### src/hdl/wcmp_pkg.sv
package wcmp_pkg;

    // Field widths
    localparam int WORD_W   = 64;
    localparam int CNT_W    = 32;
    localparam int LOW_W    = 8;
    localparam int SKIP_W   = 3;
    localparam int BIN_O_W  = 3;

    // Stream data widths
    localparam int IN_TDATA_W  = 128;
    localparam int OUT_TDATA_W = 264;

    // Configuration port
    localparam int CFG_IDX_W  = 1;
    localparam int CFG_DATA_W = 1;
    localparam logic [CFG_IDX_W-1:0] CFG_HEAL_ENABLE = 1'b0;
    localparam logic [CFG_IDX_W-1:0] CFG_BYTE_MODE   = 1'b1;

    // Pairs skipped after a byte-mode mismatch
    localparam logic [SKIP_W-1:0] SKIP_STRIDE = 3'd7;

    // Default histogram size
    localparam int HISTO_BINS_DEF = 8;

    // Per-item result of the compare stage
    typedef struct packed {
        logic [WORD_W-1:0] pos;
        logic [WORD_W-1:0] right;
        logic              mism;
        logic              healed;
        logic              lzero;
        logic [CNT_W-1:0]  berr;
        logic [CNT_W-1:0]  fix;
        logic [CNT_W-1:0]  lfix;
    } t_result;

    // Complete result item
    typedef struct packed {
        t_result            res;
        logic [BIN_O_W-1:0] bin;
        logic [CNT_W-1:0]   count;
    } t_out;

    // Saturating increment of a counter
    function automatic logic [CNT_W-1:0] sat_inc(input logic [CNT_W-1:0] v);
        return (v == {CNT_W{1'b1}}) ? v : v + {{(CNT_W-1){1'b0}}, 1'b1};
    endfunction

endpackage

### src/hdl/wcmp_ram.sv
module wcmp_ram
    #(
    parameter int WIDTH = 32,
    parameter int DEPTH = 8
    )(
    input  logic                     i_clk,
    input  logic                     i_wr_en,
    input  logic [$clog2(DEPTH)-1:0] i_wr_addr,
    input  logic [WIDTH-1:0]         i_wr_data,
    input  logic [$clog2(DEPTH)-1:0] i_rd_addr,
    output logic [WIDTH-1:0]         o_rd_data
    );

    logic [WIDTH-1:0] r_mem [DEPTH];

    // One write port, one registered read port
    always_ff @(posedge i_clk) begin
        if (i_wr_en) begin
            r_mem[i_wr_addr] <= i_wr_data;
        end
        o_rd_data <= r_mem[i_rd_addr];
    end

endmodule

### src/hdl/wcmp_core.sv
module wcmp_core
    import wcmp_pkg::*;
    #(
    parameter int HISTO_BINS = HISTO_BINS_DEF
    )(
    input  logic                          i_clk,
    input  logic                          i_rst_n,
    input  logic                          i_en,
    input  logic [WORD_W-1:0]             i_left,
    input  logic [WORD_W-1:0]             i_right,
    input  logic                          i_last,
    input  logic                          i_heal,
    input  logic                          i_byte,
    output t_result                       o_res,
    output logic                          o_hist_inc,
    output logic [$clog2(HISTO_BINS)-1:0] o_hist_bin
    );

    localparam int BIN_W = $clog2(HISTO_BINS);

    logic [SKIP_W-1:0] r_skip, n_skip;
    logic [WORD_W-1:0] r_pos;
    logic [CNT_W-1:0]  r_berr, n_berr, r_fix, n_fix, r_lfix, n_lfix;
    logic [WORD_W-1:0] l_w, r_w;

    // Compare, heal and buffer bookkeeping for one item
    always_comb begin
        l_w = i_byte ? {{(WORD_W-LOW_W){1'b0}}, i_left[LOW_W-1:0]}  : i_left;
        r_w = i_byte ? {{(WORD_W-LOW_W){1'b0}}, i_right[LOW_W-1:0]} : i_right;
        n_skip = r_skip;
        n_berr = r_berr;
        n_fix  = r_fix;
        n_lfix = r_lfix;
        o_res.mism   = 1'b0;
        o_res.healed = 1'b0;
        o_res.lzero  = 1'b0;
        o_res.right  = r_w;

        if (r_skip != '0) begin
            n_skip = r_skip - {{(SKIP_W-1){1'b0}}, 1'b1};
        end else if (l_w != r_w) begin
            o_res.mism = 1'b1;
            n_berr = sat_inc(r_berr);
            if (i_byte) begin
                n_skip = SKIP_STRIDE;
            end
            // upper parts equal: look at the low bytes
            if (i_heal && (l_w[WORD_W-1:LOW_W] == r_w[WORD_W-1:LOW_W])) begin
                if ((l_w[LOW_W-1:0] != '0) && (r_w[LOW_W-1:0] == '0)) begin
                    o_res.right  = l_w;
                    o_res.healed = 1'b1;
                    n_fix = sat_inc(r_fix);
                end else if ((l_w[LOW_W-1:0] == '0) && (r_w[LOW_W-1:0] != '0)) begin
                    o_res.lzero = 1'b1;
                    n_lfix = sat_inc(r_lfix);
                end
            end
        end

        o_res.pos  = r_pos;
        o_res.berr = n_berr;
        o_res.fix  = n_fix;
        o_res.lfix = n_lfix;

        // histogram request at the end of a buffer with errors
        o_hist_inc = i_last && (n_berr != '0);
        o_hist_bin = (n_berr < CNT_W'(HISTO_BINS - 1)) ? n_berr[BIN_W-1:0]
                                                       : BIN_W'(HISTO_BINS - 1);

        if (i_last) begin
            n_berr = '0;
            n_skip = '0;
        end
    end

    // State update
    always_ff @(posedge i_clk) begin
        if (!i_rst_n) begin
            r_skip <= '0;
            r_pos  <= '0;
            r_berr <= '0;
            r_fix  <= '0;
            r_lfix <= '0;
        end else if (i_en) begin
            r_skip <= n_skip;
            r_pos  <= r_pos + {{(WORD_W-1){1'b0}}, 1'b1};
            r_berr <= n_berr;
            r_fix  <= n_fix;
            r_lfix <= n_lfix;
        end
    end

endmodule

### src/hdl/wcmp_histo.sv
module wcmp_histo
    import wcmp_pkg::*;
    #(
    parameter int HISTO_BINS = HISTO_BINS_DEF
    )(
    input  logic                          i_clk,
    input  logic                          i_rst_n,
    input  logic                          i_en,
    input  logic                          i_valid,
    input  t_result                       i_res,
    input  logic                          i_inc,
    input  logic [$clog2(HISTO_BINS)-1:0] i_bin,
    output logic                          o_valid,
    output t_out                          o_out
    );

    localparam int BIN_W = $clog2(HISTO_BINS);

    logic                  r_mid_v;
    t_result               r_mid_res;
    logic                  r_mid_inc;
    logic [BIN_W-1:0]      r_mid_bin;
    logic [HISTO_BINS-1:0] r_bin_vld;
    logic                  r_wr_vld;
    logic [BIN_W-1:0]      r_wr_addr;
    logic [CNT_W-1:0]      r_wr_data;
    logic [CNT_W-1:0]      rd_data, cur, upd;
    logic                  wr_en;
    logic [BIN_W-1:0]      rd_addr;

    // Bin storage, read issued in the cycle before the stage holds the bin, held on the stage bin while stalled
    wcmp_ram #(
        .WIDTH (CNT_W),
        .DEPTH (HISTO_BINS)
    ) u_ram (
        .i_clk     (i_clk),
        .i_wr_en   (wr_en),
        .i_wr_addr (r_mid_bin),
        .i_wr_data (upd),
        .i_rd_addr (rd_addr),
        .o_rd_data (rd_data)
    );

    // Current bin value: forward last write, unwritten bins read as zero
    always_comb begin
        rd_addr = i_en ? i_bin : r_mid_bin;
        if (r_wr_vld && (r_wr_addr == r_mid_bin)) begin
            cur = r_wr_data;
        end else if (r_bin_vld[r_mid_bin]) begin
            cur = rd_data;
        end else begin
            cur = '0;
        end
        upd   = sat_inc(cur);
        wr_en = i_en && r_mid_v && r_mid_inc;

        o_valid     = r_mid_v;
        o_out.res   = r_mid_res;
        o_out.bin   = r_mid_inc ? BIN_O_W'(r_mid_bin) : '0;
        o_out.count = r_mid_inc ? upd : '0;
    end

    // Stage register and write tracking
    always_ff @(posedge i_clk) begin
        if (!i_rst_n) begin
            r_mid_v   <= 1'b0;
            r_bin_vld <= '0;
            r_wr_vld  <= 1'b0;
        end else begin
            if (i_en) begin
                r_mid_v <= i_valid;
            end
            if (wr_en) begin
                r_bin_vld[r_mid_bin] <= 1'b1;
                r_wr_vld             <= 1'b1;
            end
        end
    end

    always_ff @(posedge i_clk) begin
        if (i_en) begin
            r_mid_res <= i_res;
            r_mid_inc <= i_inc && i_valid;
            r_mid_bin <= i_bin;
        end
        if (wr_en) begin
            r_wr_addr <= r_mid_bin;
            r_wr_data <= upd;
        end
    end

endmodule

### src/hdl/word_compare_with_heal.sv
// Word pair checker with low-byte heal. Takes one reference/captured word pair
// per cycle on the slave stream while the output is not held, and returns one
// result item per pair, offered on the master stream after three register
// stages (input register, histogram stage, result register). One item per
// clock while the output is not held; the read-modify-write of the histogram
// bin RAM forwards its last write so back-to-back buffer ends on the same bin
// count correctly. Bins are tracked with one valid bit each, so the block is
// ready right after reset with no clearing pass.
// Configuration writes are always accepted and must be made while idle.
module word_compare_with_heal
    import wcmp_pkg::*;
    #(
    parameter int HISTO_BINS = HISTO_BINS_DEF
    )(
    input  logic                   i_clk,
    input  logic                   i_rst_n,
    // cfg: index 0 heal_enable, 1 byte_mode
    input  logic                   i_cfg_valid,
    output logic                   o_cfg_ready,
    input  logic [CFG_IDX_W-1:0]   i_cfg_index,
    input  logic [CFG_DATA_W-1:0]  i_cfg_data,
    // slave stream
    input  logic                   i_s_axis_tvalid,
    output logic                   o_s_axis_tready,
    input  logic [IN_TDATA_W-1:0]  i_s_axis_tdata,  // left_word[63:0], right_word[127:64]
    input  logic                   i_s_axis_tlast,  // last_in_buffer
    // master stream
    output logic                   o_m_axis_tvalid,
    input  logic                   i_m_axis_tready,
    // word_position[63:0], right_word_out[127:64], mismatch[128], healed[129],
    // left_zero_case[130], buffer_error_count[162:131], histogram_bin[165:163],
    // histogram_count[197:166], total_fixups[229:198], total_left_fix[261:230]
    output logic [OUT_TDATA_W-1:0] o_m_axis_tdata
    );

    localparam int BIN_W = $clog2(HISTO_BINS);

    logic              r_heal, r_byte;
    logic              r_in_v;
    logic [WORD_W-1:0] r_in_left, r_in_right;
    logic              r_in_last;
    logic              r_out_v;
    t_out              r_out;
    logic              en;
    t_result           core_res;
    logic              hist_inc;
    logic [BIN_W-1:0]  hist_bin;
    logic              mid_v;
    t_out              mid_out;

    // Whole pipeline advances unless the output is held
    assign en              = !r_out_v || i_m_axis_tready;
    assign o_s_axis_tready = en;
    assign o_cfg_ready     = 1'b1;

    // Configuration registers
    always_ff @(posedge i_clk) begin
        if (!i_rst_n) begin
            r_heal <= 1'b0;
            r_byte <= 1'b0;
        end else if (i_cfg_valid) begin
            case (i_cfg_index)
                CFG_HEAL_ENABLE: r_heal <= i_cfg_data[0];
                CFG_BYTE_MODE:   r_byte <= i_cfg_data[0];
                default:         ;
            endcase
        end
    end

    // Input register
    always_ff @(posedge i_clk) begin
        if (!i_rst_n) begin
            r_in_v <= 1'b0;
        end else if (en) begin
            r_in_v <= i_s_axis_tvalid;
        end
    end

    always_ff @(posedge i_clk) begin
        if (en) begin
            r_in_left  <= i_s_axis_tdata[WORD_W-1:0];
            r_in_right <= i_s_axis_tdata[2*WORD_W-1:WORD_W];
            r_in_last  <= i_s_axis_tlast;
        end
    end

    wcmp_core #(
        .HISTO_BINS (HISTO_BINS)
    ) u_core (
        .i_clk      (i_clk),
        .i_rst_n    (i_rst_n),
        .i_en       (en && r_in_v),
        .i_left     (r_in_left),
        .i_right    (r_in_right),
        .i_last     (r_in_last),
        .i_heal     (r_heal),
        .i_byte     (r_byte),
        .o_res      (core_res),
        .o_hist_inc (hist_inc),
        .o_hist_bin (hist_bin)
    );

    wcmp_histo #(
        .HISTO_BINS (HISTO_BINS)
    ) u_histo (
        .i_clk   (i_clk),
        .i_rst_n (i_rst_n),
        .i_en    (en),
        .i_valid (r_in_v),
        .i_res   (core_res),
        .i_inc   (hist_inc),
        .i_bin   (hist_bin),
        .o_valid (mid_v),
        .o_out   (mid_out)
    );

    // Result register
    always_ff @(posedge i_clk) begin
        if (!i_rst_n) begin
            r_out_v <= 1'b0;
        end else if (en) begin
            r_out_v <= mid_v;
        end
    end

    always_ff @(posedge i_clk) begin
        if (en) begin
            r_out <= mid_out;
        end
    end

    assign o_m_axis_tvalid = r_out_v;
    assign o_m_axis_tdata  = {2'b00, r_out.res.lfix, r_out.res.fix, r_out.count, r_out.bin,
                              r_out.res.berr, r_out.res.lzero, r_out.res.healed,
                              r_out.res.mism, r_out.res.right, r_out.res.pos};

endmodule

### config.mk
export PLATFORM = sky130hd
export DESIGN_NAME = word_compare_with_heal
export DESIGN_NICKNAME = d
export VERILOG_FILES = /design/src/hdl/wcmp_pkg.sv /design/src/hdl/wcmp_ram.sv /design/src/hdl/wcmp_core.sv /design/src/hdl/wcmp_histo.sv /design/src/hdl/word_compare_with_heal.sv
export SDC_FILE = /design/constraint.sdc
export NUM_CORES = 2
export LEC_CHECK = 0
export BUFFER_PORTS_ARGS = -buffer_cell sky130_fd_sc_hd__buf_2
export CAP_MARGIN = 25
export CORE_MARGIN = 3
export CORE_UTILIZATION = 40
export CTS_BUF_LIST = sky130_fd_sc_hd__clkbuf_16
export DETAILED_ROUTE_END_ITERATION = 16
export PLACE_DENSITY = 0.63
export SLEW_MARGIN = 20
export SYNTH_ARGS = -nofsm -noshare
export SYNTH_HDL_FRONTEND = slang
export SYNTH_SLANG_ARGS = --single-unit
### constraint.sdc
create_clock -name i_clk -period 33.7 [get_ports i_clk]
set_input_delay 3.37 -clock i_clk [delete_from_list [all_inputs] [get_ports i_clk]]
set_output_delay 3.37 -clock i_clk [all_outputs]
set_load 0.05 [all_outputs]
* Word level (Yosys, flattened, before mapping) *
Memories as Yosys holds them, arrays and structs flattened. A register that Yosys moved wholly into a read port is not among the register bits.
Index checks and enable logic that the tools add are counted.

word-level totals
  memories kept = 1
  output and inout port bits = 267
  bits in writable memories = 256
  register bits after elaboration = 834
  input port bits = 136
  logic and storage cells = 123

memory list
  name                 words  bits a word  rd ports  clocked after memory_dff  wr ports  RTL line        source
  u_histo.u_ram.r_mem  8      32           1         1                         1         wcmp_ram.sv:14  logic [WIDTH-1:0] r_mem [DEPTH];

operators by class
  equality and inequality tests = 7
  bitwise gates (word level) = 4
  reduce and logical (&&, ||, !) cells = 25
  $add $sub $neg = 6
  muxes and demuxes = 40
  order comparisons = 3

operator list
  operator               count
  $mux 32                18
  $mux 64                4
  $mux 67                2
  $add 32x1->32 const B  4
  $eq 32x32->1 const B   4
  $add 64x1->64 const B  1
  $ne 64x64->1           1
  $eq 56x56->1           1
  $lt 32x3->1 const B    1
  $reduce_bool 32->1     1
  $mux 3                 6
  $logic_not 8->1        2
  $reduce_bool 8->1      2
  $logic_and 1x1->1      10
  $reduce_bool 3->1      3
  $or 8x8->8             1
  $mux 1                 7
  $lt 3x4->1 const B     1
  $reduce_and 2->1       2
  $reduce_or 4->1        1
  $bmux 1 s3             1
  $demux 1 s3            1
  $eq 3x3->1             1
  $ge 3x1->1 const B     1
  7 further kinds        9

* Logic depth before layout (Yosys ltp) *
  word-level depth = 8
  depth in mapped cells = 20
  gate-level depth less buffers = 15

* By module *
Synthesis repeated with hierarchy kept, for this count alone.

unflattened totals
  cell total of the unflattened synthesis = 2934
  area total of the unflattened synthesis = 44363.8 um^2

by module, submodules not included
  module                  instances  cells an instance  area each (um^2)  seq. area each (um^2)
  word_compare_with_heal  1          414                11941.5           11821.3
  wcmp_core               1          1421               11140.7           3263.1
  wcmp_histo              1          684                10815.4           8157.8
  wcmp_ram                1          415                10466.3           8328.0

* Worst setup path after synthesis *
No wires, ideal clock.

  path kind = input -> register
  start point = in i_m_axis_tready
  end point = mem u_histo.u_ram.r_mem[2][0] (enable)
  path slack = 7320 ps
  data arrival time = 25916 ps
  library setup time = 464 ps
  cell stages on the path = 7
  data required time = 33236 ps
  buffers on the path = 2
  cell sequence = nor2b_1 clkbuf_1 inv_1 clkbuf_1 and3_1 nand2_1 nor3_1

between the ends
  longest elaborated chain between the ends = 5

RTL lines
  item                            RTL line                      source
  from (decl)                     word_compare_with_heal.sv:29  input logic i_m_axis_tready,
  $logic_or 1x1->1                word_compare_with_heal.sv:52  assign en = !r_out_v || i_m_axis_tready;
  net o_s_axis_tready             word_compare_with_heal.sv:24  output logic o_s_axis_tready,
  $logic_and 1x1->1 (2 in a row)  wcmp_histo.sv:55              wr_en = i_en && r_mid_v && r_mid_inc;
  net u_histo.u_ram.i_wr_en       wcmp_ram.sv:7                 input logic i_wr_en,
  $mux 1                          wcmp_ram.sv:18                if (i_wr_en) begin
  $mux 1 (not written as such)    wcmp_ram.sv:19                r_mem[i_wr_addr] <= i_wr_data;
  to (decl)                       wcmp_ram.sv:14

The timed path passes the listed nets, and every way through them passes these cells.

* Final worst setup path *
  start point = in i_m_axis_tready
  end point = out o_s_axis_tready

between the ends
  longest elaborated chain between the ends = 1

RTL lines
  item              RTL line
  $logic_or 1x1->1  word_compare_with_heal.sv:52
  to (decl)         word_compare_with_heal.sv:24

No other way between the ends.

==> results.md <==
* Number of synthesized register bits at between 1000 and 1500
* Hold_buf cts at 0
* Area Growth Syn to Fin at 17.4%
* CTS tree: built
* Initial detailed-routing violation count at approximately 1800
* CTS max path bufs at 3
* R2R Setup Slk at between 20000 and 30000 ps
* Ys async rst share at 0%
* Yosys warns at 0
* Post-CTS Resized at 0
* DIE HEIGHT at between 300 and 400 um
* Critical R2R Launch: r_in_right[16]
* Slew Limit Fails at 0
* Multi-input gate area at between 10000 and 15000 um^2
* LEAKAGE at about 19 nW
* Core Footprint at between 100000 and 150000 um^2
* CP startpoint kind: input pin
* Vias/cell at ~5.1
* Crit-path most repeated cell: buf_2
* Register area at approximately 32000 um^2
* First-pass GRT wire length at around 150000 um
* DRT Pass-1 Iters at 5
* Core Util, Final at 47.5%
* Netlist cell types at just under 90
* Ys flop type: edfxtp_1
* Die width at roughly 340 um
* Drt drc at 0
* CTS Root Cell: clkbuf_16
* ANT nets after route at 0
* Period utilisation layout at roughly a quarter
* Worst Tran Pin Value at between 1000 and 1500 ps
* # IOs at ~400
* Status: complete, no violations
* Total CTS buffers at 115
* Final Setup Violations at 0
* Worst-path fanout max at 66
* Final Hold Fails at 0
* Clk slew on worst S/H paths at ~60 ps
* Fillcell total at between 9000 and 10000
* Crit path DAT at between 4000 and 5000 ps
* NumNets Final at 3504
* Final min period at roughly 8000 ps
* Postcts setup bufs at 0
* Leading cell types in the layout, fill and taps excluded: 910 x edfxtp_1, 398 x buf_2, 211 x dfxtp_1, 174 x nand2_1, 166 x xnor2_1
* Pwr dens at 58.8 nW/um^2
* Type of the worst setup path: in -> out
* Initial antenna violation count at 5
* Crit path launch: i_m_axis_tready
* Worst slew margin at just under 30%
* Slowest stage delay, CP at roughly 320 ps
* # port buffers at roughly 400
* Post-synth EDFFs at 910
* Synth Cell Area at ~43000 um^2
* Fmax at between 100 and 150 MHz
* Critical-path top delay cell: nor2b_1
* TritonCTS Sinks at 1122
* Post-route setup TNS at 0 ps
* Final HPWL DP at just over 60000 um
* Most common cell after layout, fill and taps aside: edfxtp_1
* Fraction of layout cells with a size suffix above 1 at 20.0%
* RSZ-0062 raised after global routing: false
* Seq/Total Area, Yosys at 72.7%
* Clock Skews at 47.1 ps
* Critical Path, Cell by Cell: buf_2 > nor2b_1 > buf_4 > inv_8 > buf_2
* Routed via count at 24740
* RePlAce Congestion at about 0.81
* Number of global-route vias before repair at between 20000 and 25000
* Largest net degree at the start of global routing at 130
* Initial Utilization at 40.5%
* Worst hold path class: reg -> reg
* Req. time, crit path at 30330 ps
* Wirelength per Cell at 19.8 um
* Reg2reg path depth at 14
* Post-synthesis cell count at just under 3000
* Synthesized area per cell at between 10 and 15 um^2
* Worst setup endpoint: o_s_axis_tready
* VDD IR-drop max at roughly 0.00004 V
* H-Tree Depth at 3
* Routed wire length at 96600 um
* All-Layer GR Usage at between 10% and 20%
* Gr ovfl total at 0
* CP Capture Type: primary output
* Worst-Skew Late Latency at 710 ps
* Row count at between 100 and 150
* FF-to-FF End: u_histo.u_ram.o_rd_data[2]
* Die area at 113000 um^2
* Max Cap Viol at 0
## synthesized netlist by cell type, types with 52 or more instances
| library cell | number | area [um^2] |
|---|---|---|
| mux2i_1 | 104 | 1040 |
| nor2_1 | 118 | 443 |
| edfxtp_1 | 910 | 27300 |
| o21ai_0 | 67 | 335 |
| xor2_1 | 91 | 797 |
| nand3_1 | 85 | 425 |
| xnor2_1 | 166 | 1450 |
| nand4_1 | 52 | 325 |
| dfxtp_1 | 212 | 4240 |
| nor2b_1 | 83 | 519 |
| clkbuf_1 | 85 | 319 |
| nand2_1 | 175 | 657 |
| and3_1 | 52 | 325 |
| and2_1 | 142 | 888 |
## power breakdown
| part | internal (W) | total (W) | switching, W |
|---|---|---|---|
| Combinational | 0.0000454 | 0.000173 | 0.000127 |
| Clock | 0.000726 | 0.00126 | 0.000538 |
| Sequential | 0.00154 | 0.00156 | 0.0000231 |
## state kept, by name, summed over array words and instances (netlist names), 3 cells and up
signal and cells:
u_core.r_fix 32, o_m_axis_tdata 262, u_core.r_lfix 32, u_histo.r_bin_vld 8, u_core.r_skip 3, u_histo.u_ram.r_mem 256, u_core.r_berr 32, u_core.r_pos 64
r_in_right 64, u_histo.r_wr_data 32, u_histo.r_mid_bin 3, u_histo.u_ram.o_rd_data 32, u_histo.r_wr_addr 3, u_histo.o_out 227, r_in_left 64
## metal layers
| layer | GRT usage [%] | up-vias | share of wire [%] | routed length (um) |
|---|---|---|---|---|
| met3 | 4.33 | 132 | 6.6 | 6390 |
| met1 | 23.2 | 12224 | 45 | 43600 |
| li1 | - | 11783 | - | - |
| met2 | 26.6 | 601 | 46 | 44500 |
| met5 | 0 | - | 0 | 0 |
| met4 | 4.71 | 0 | 2.2 | 2160 |
## layout make-up
cell class                 instances  share of cell area [%]
sequential                      1122                    61.9
multi-input combinational       1638                    22.1
clock buffer                     117                    5.74
timing repair buffer             440                    4.67
tap                             1403                    3.44
clock inverter                   103                    1.76
inverter                          44                   0.339
antenna                            5                  0.0245
## worst min path at each step
stage,slack [ps],endpoint,depth (start not counted),from
global placement,400,o_m_axis_tdata[80],0,u_histo.o_out[150]
detailed placement,400,o_m_axis_tdata[130],0,u_histo.o_out[131]
CTS,390,o_m_axis_tdata[101],0,u_histo.o_out[171]
global route,410,o_m_axis_tdata[101],0,u_histo.o_out[171]
finish,390,o_m_axis_tdata[101],0,u_histo.o_out[171]
floorplan,400,o_m_axis_tdata[0],0,u_histo.o_out[198]
## cells by family (layout without fill, tap and decap cells)
logic type / count (synthesis) / after routing / synth area share [%]
flops: 1122 / 1122 / 72.7
mux: 141 / 141 / 3.38
buf+inv: 172 / 704 / 1.68
compound gates: 357 / 357 / 6.01
xor+xnor: 257 / 257 / 5.18
fa+ha+maj: 7 / 7 / 0.202
simple gates: 873 / 873 / 10.9
other cells: 2 / 8 / 0.0173
## worst max-delay path, delay by kind of cell
family,cells,cell delay [ps]
buffers and inverters,4,850
AND/OR/NAND/NOR,1,320
## per-stage QoR
step           instances  hold slack (ps)  setup WS, ps  instance area (um^2)  total power (W)
6_report            4872              386         25700                 51000          0.00300
5_1_grt             4868              407         25640                 51000          0.00311
4_1_cts             4865              393         25750                 50900          0.00304
3_5_place_dp        4645              405         25760                 47100          0.00177
3_3_place_gp        4642              401         25710                 47100          0.00176
2_1_floorplan       2932              400          7320                 43400          0.00172
Note: power is estimated with default switching activity, not from simulation.
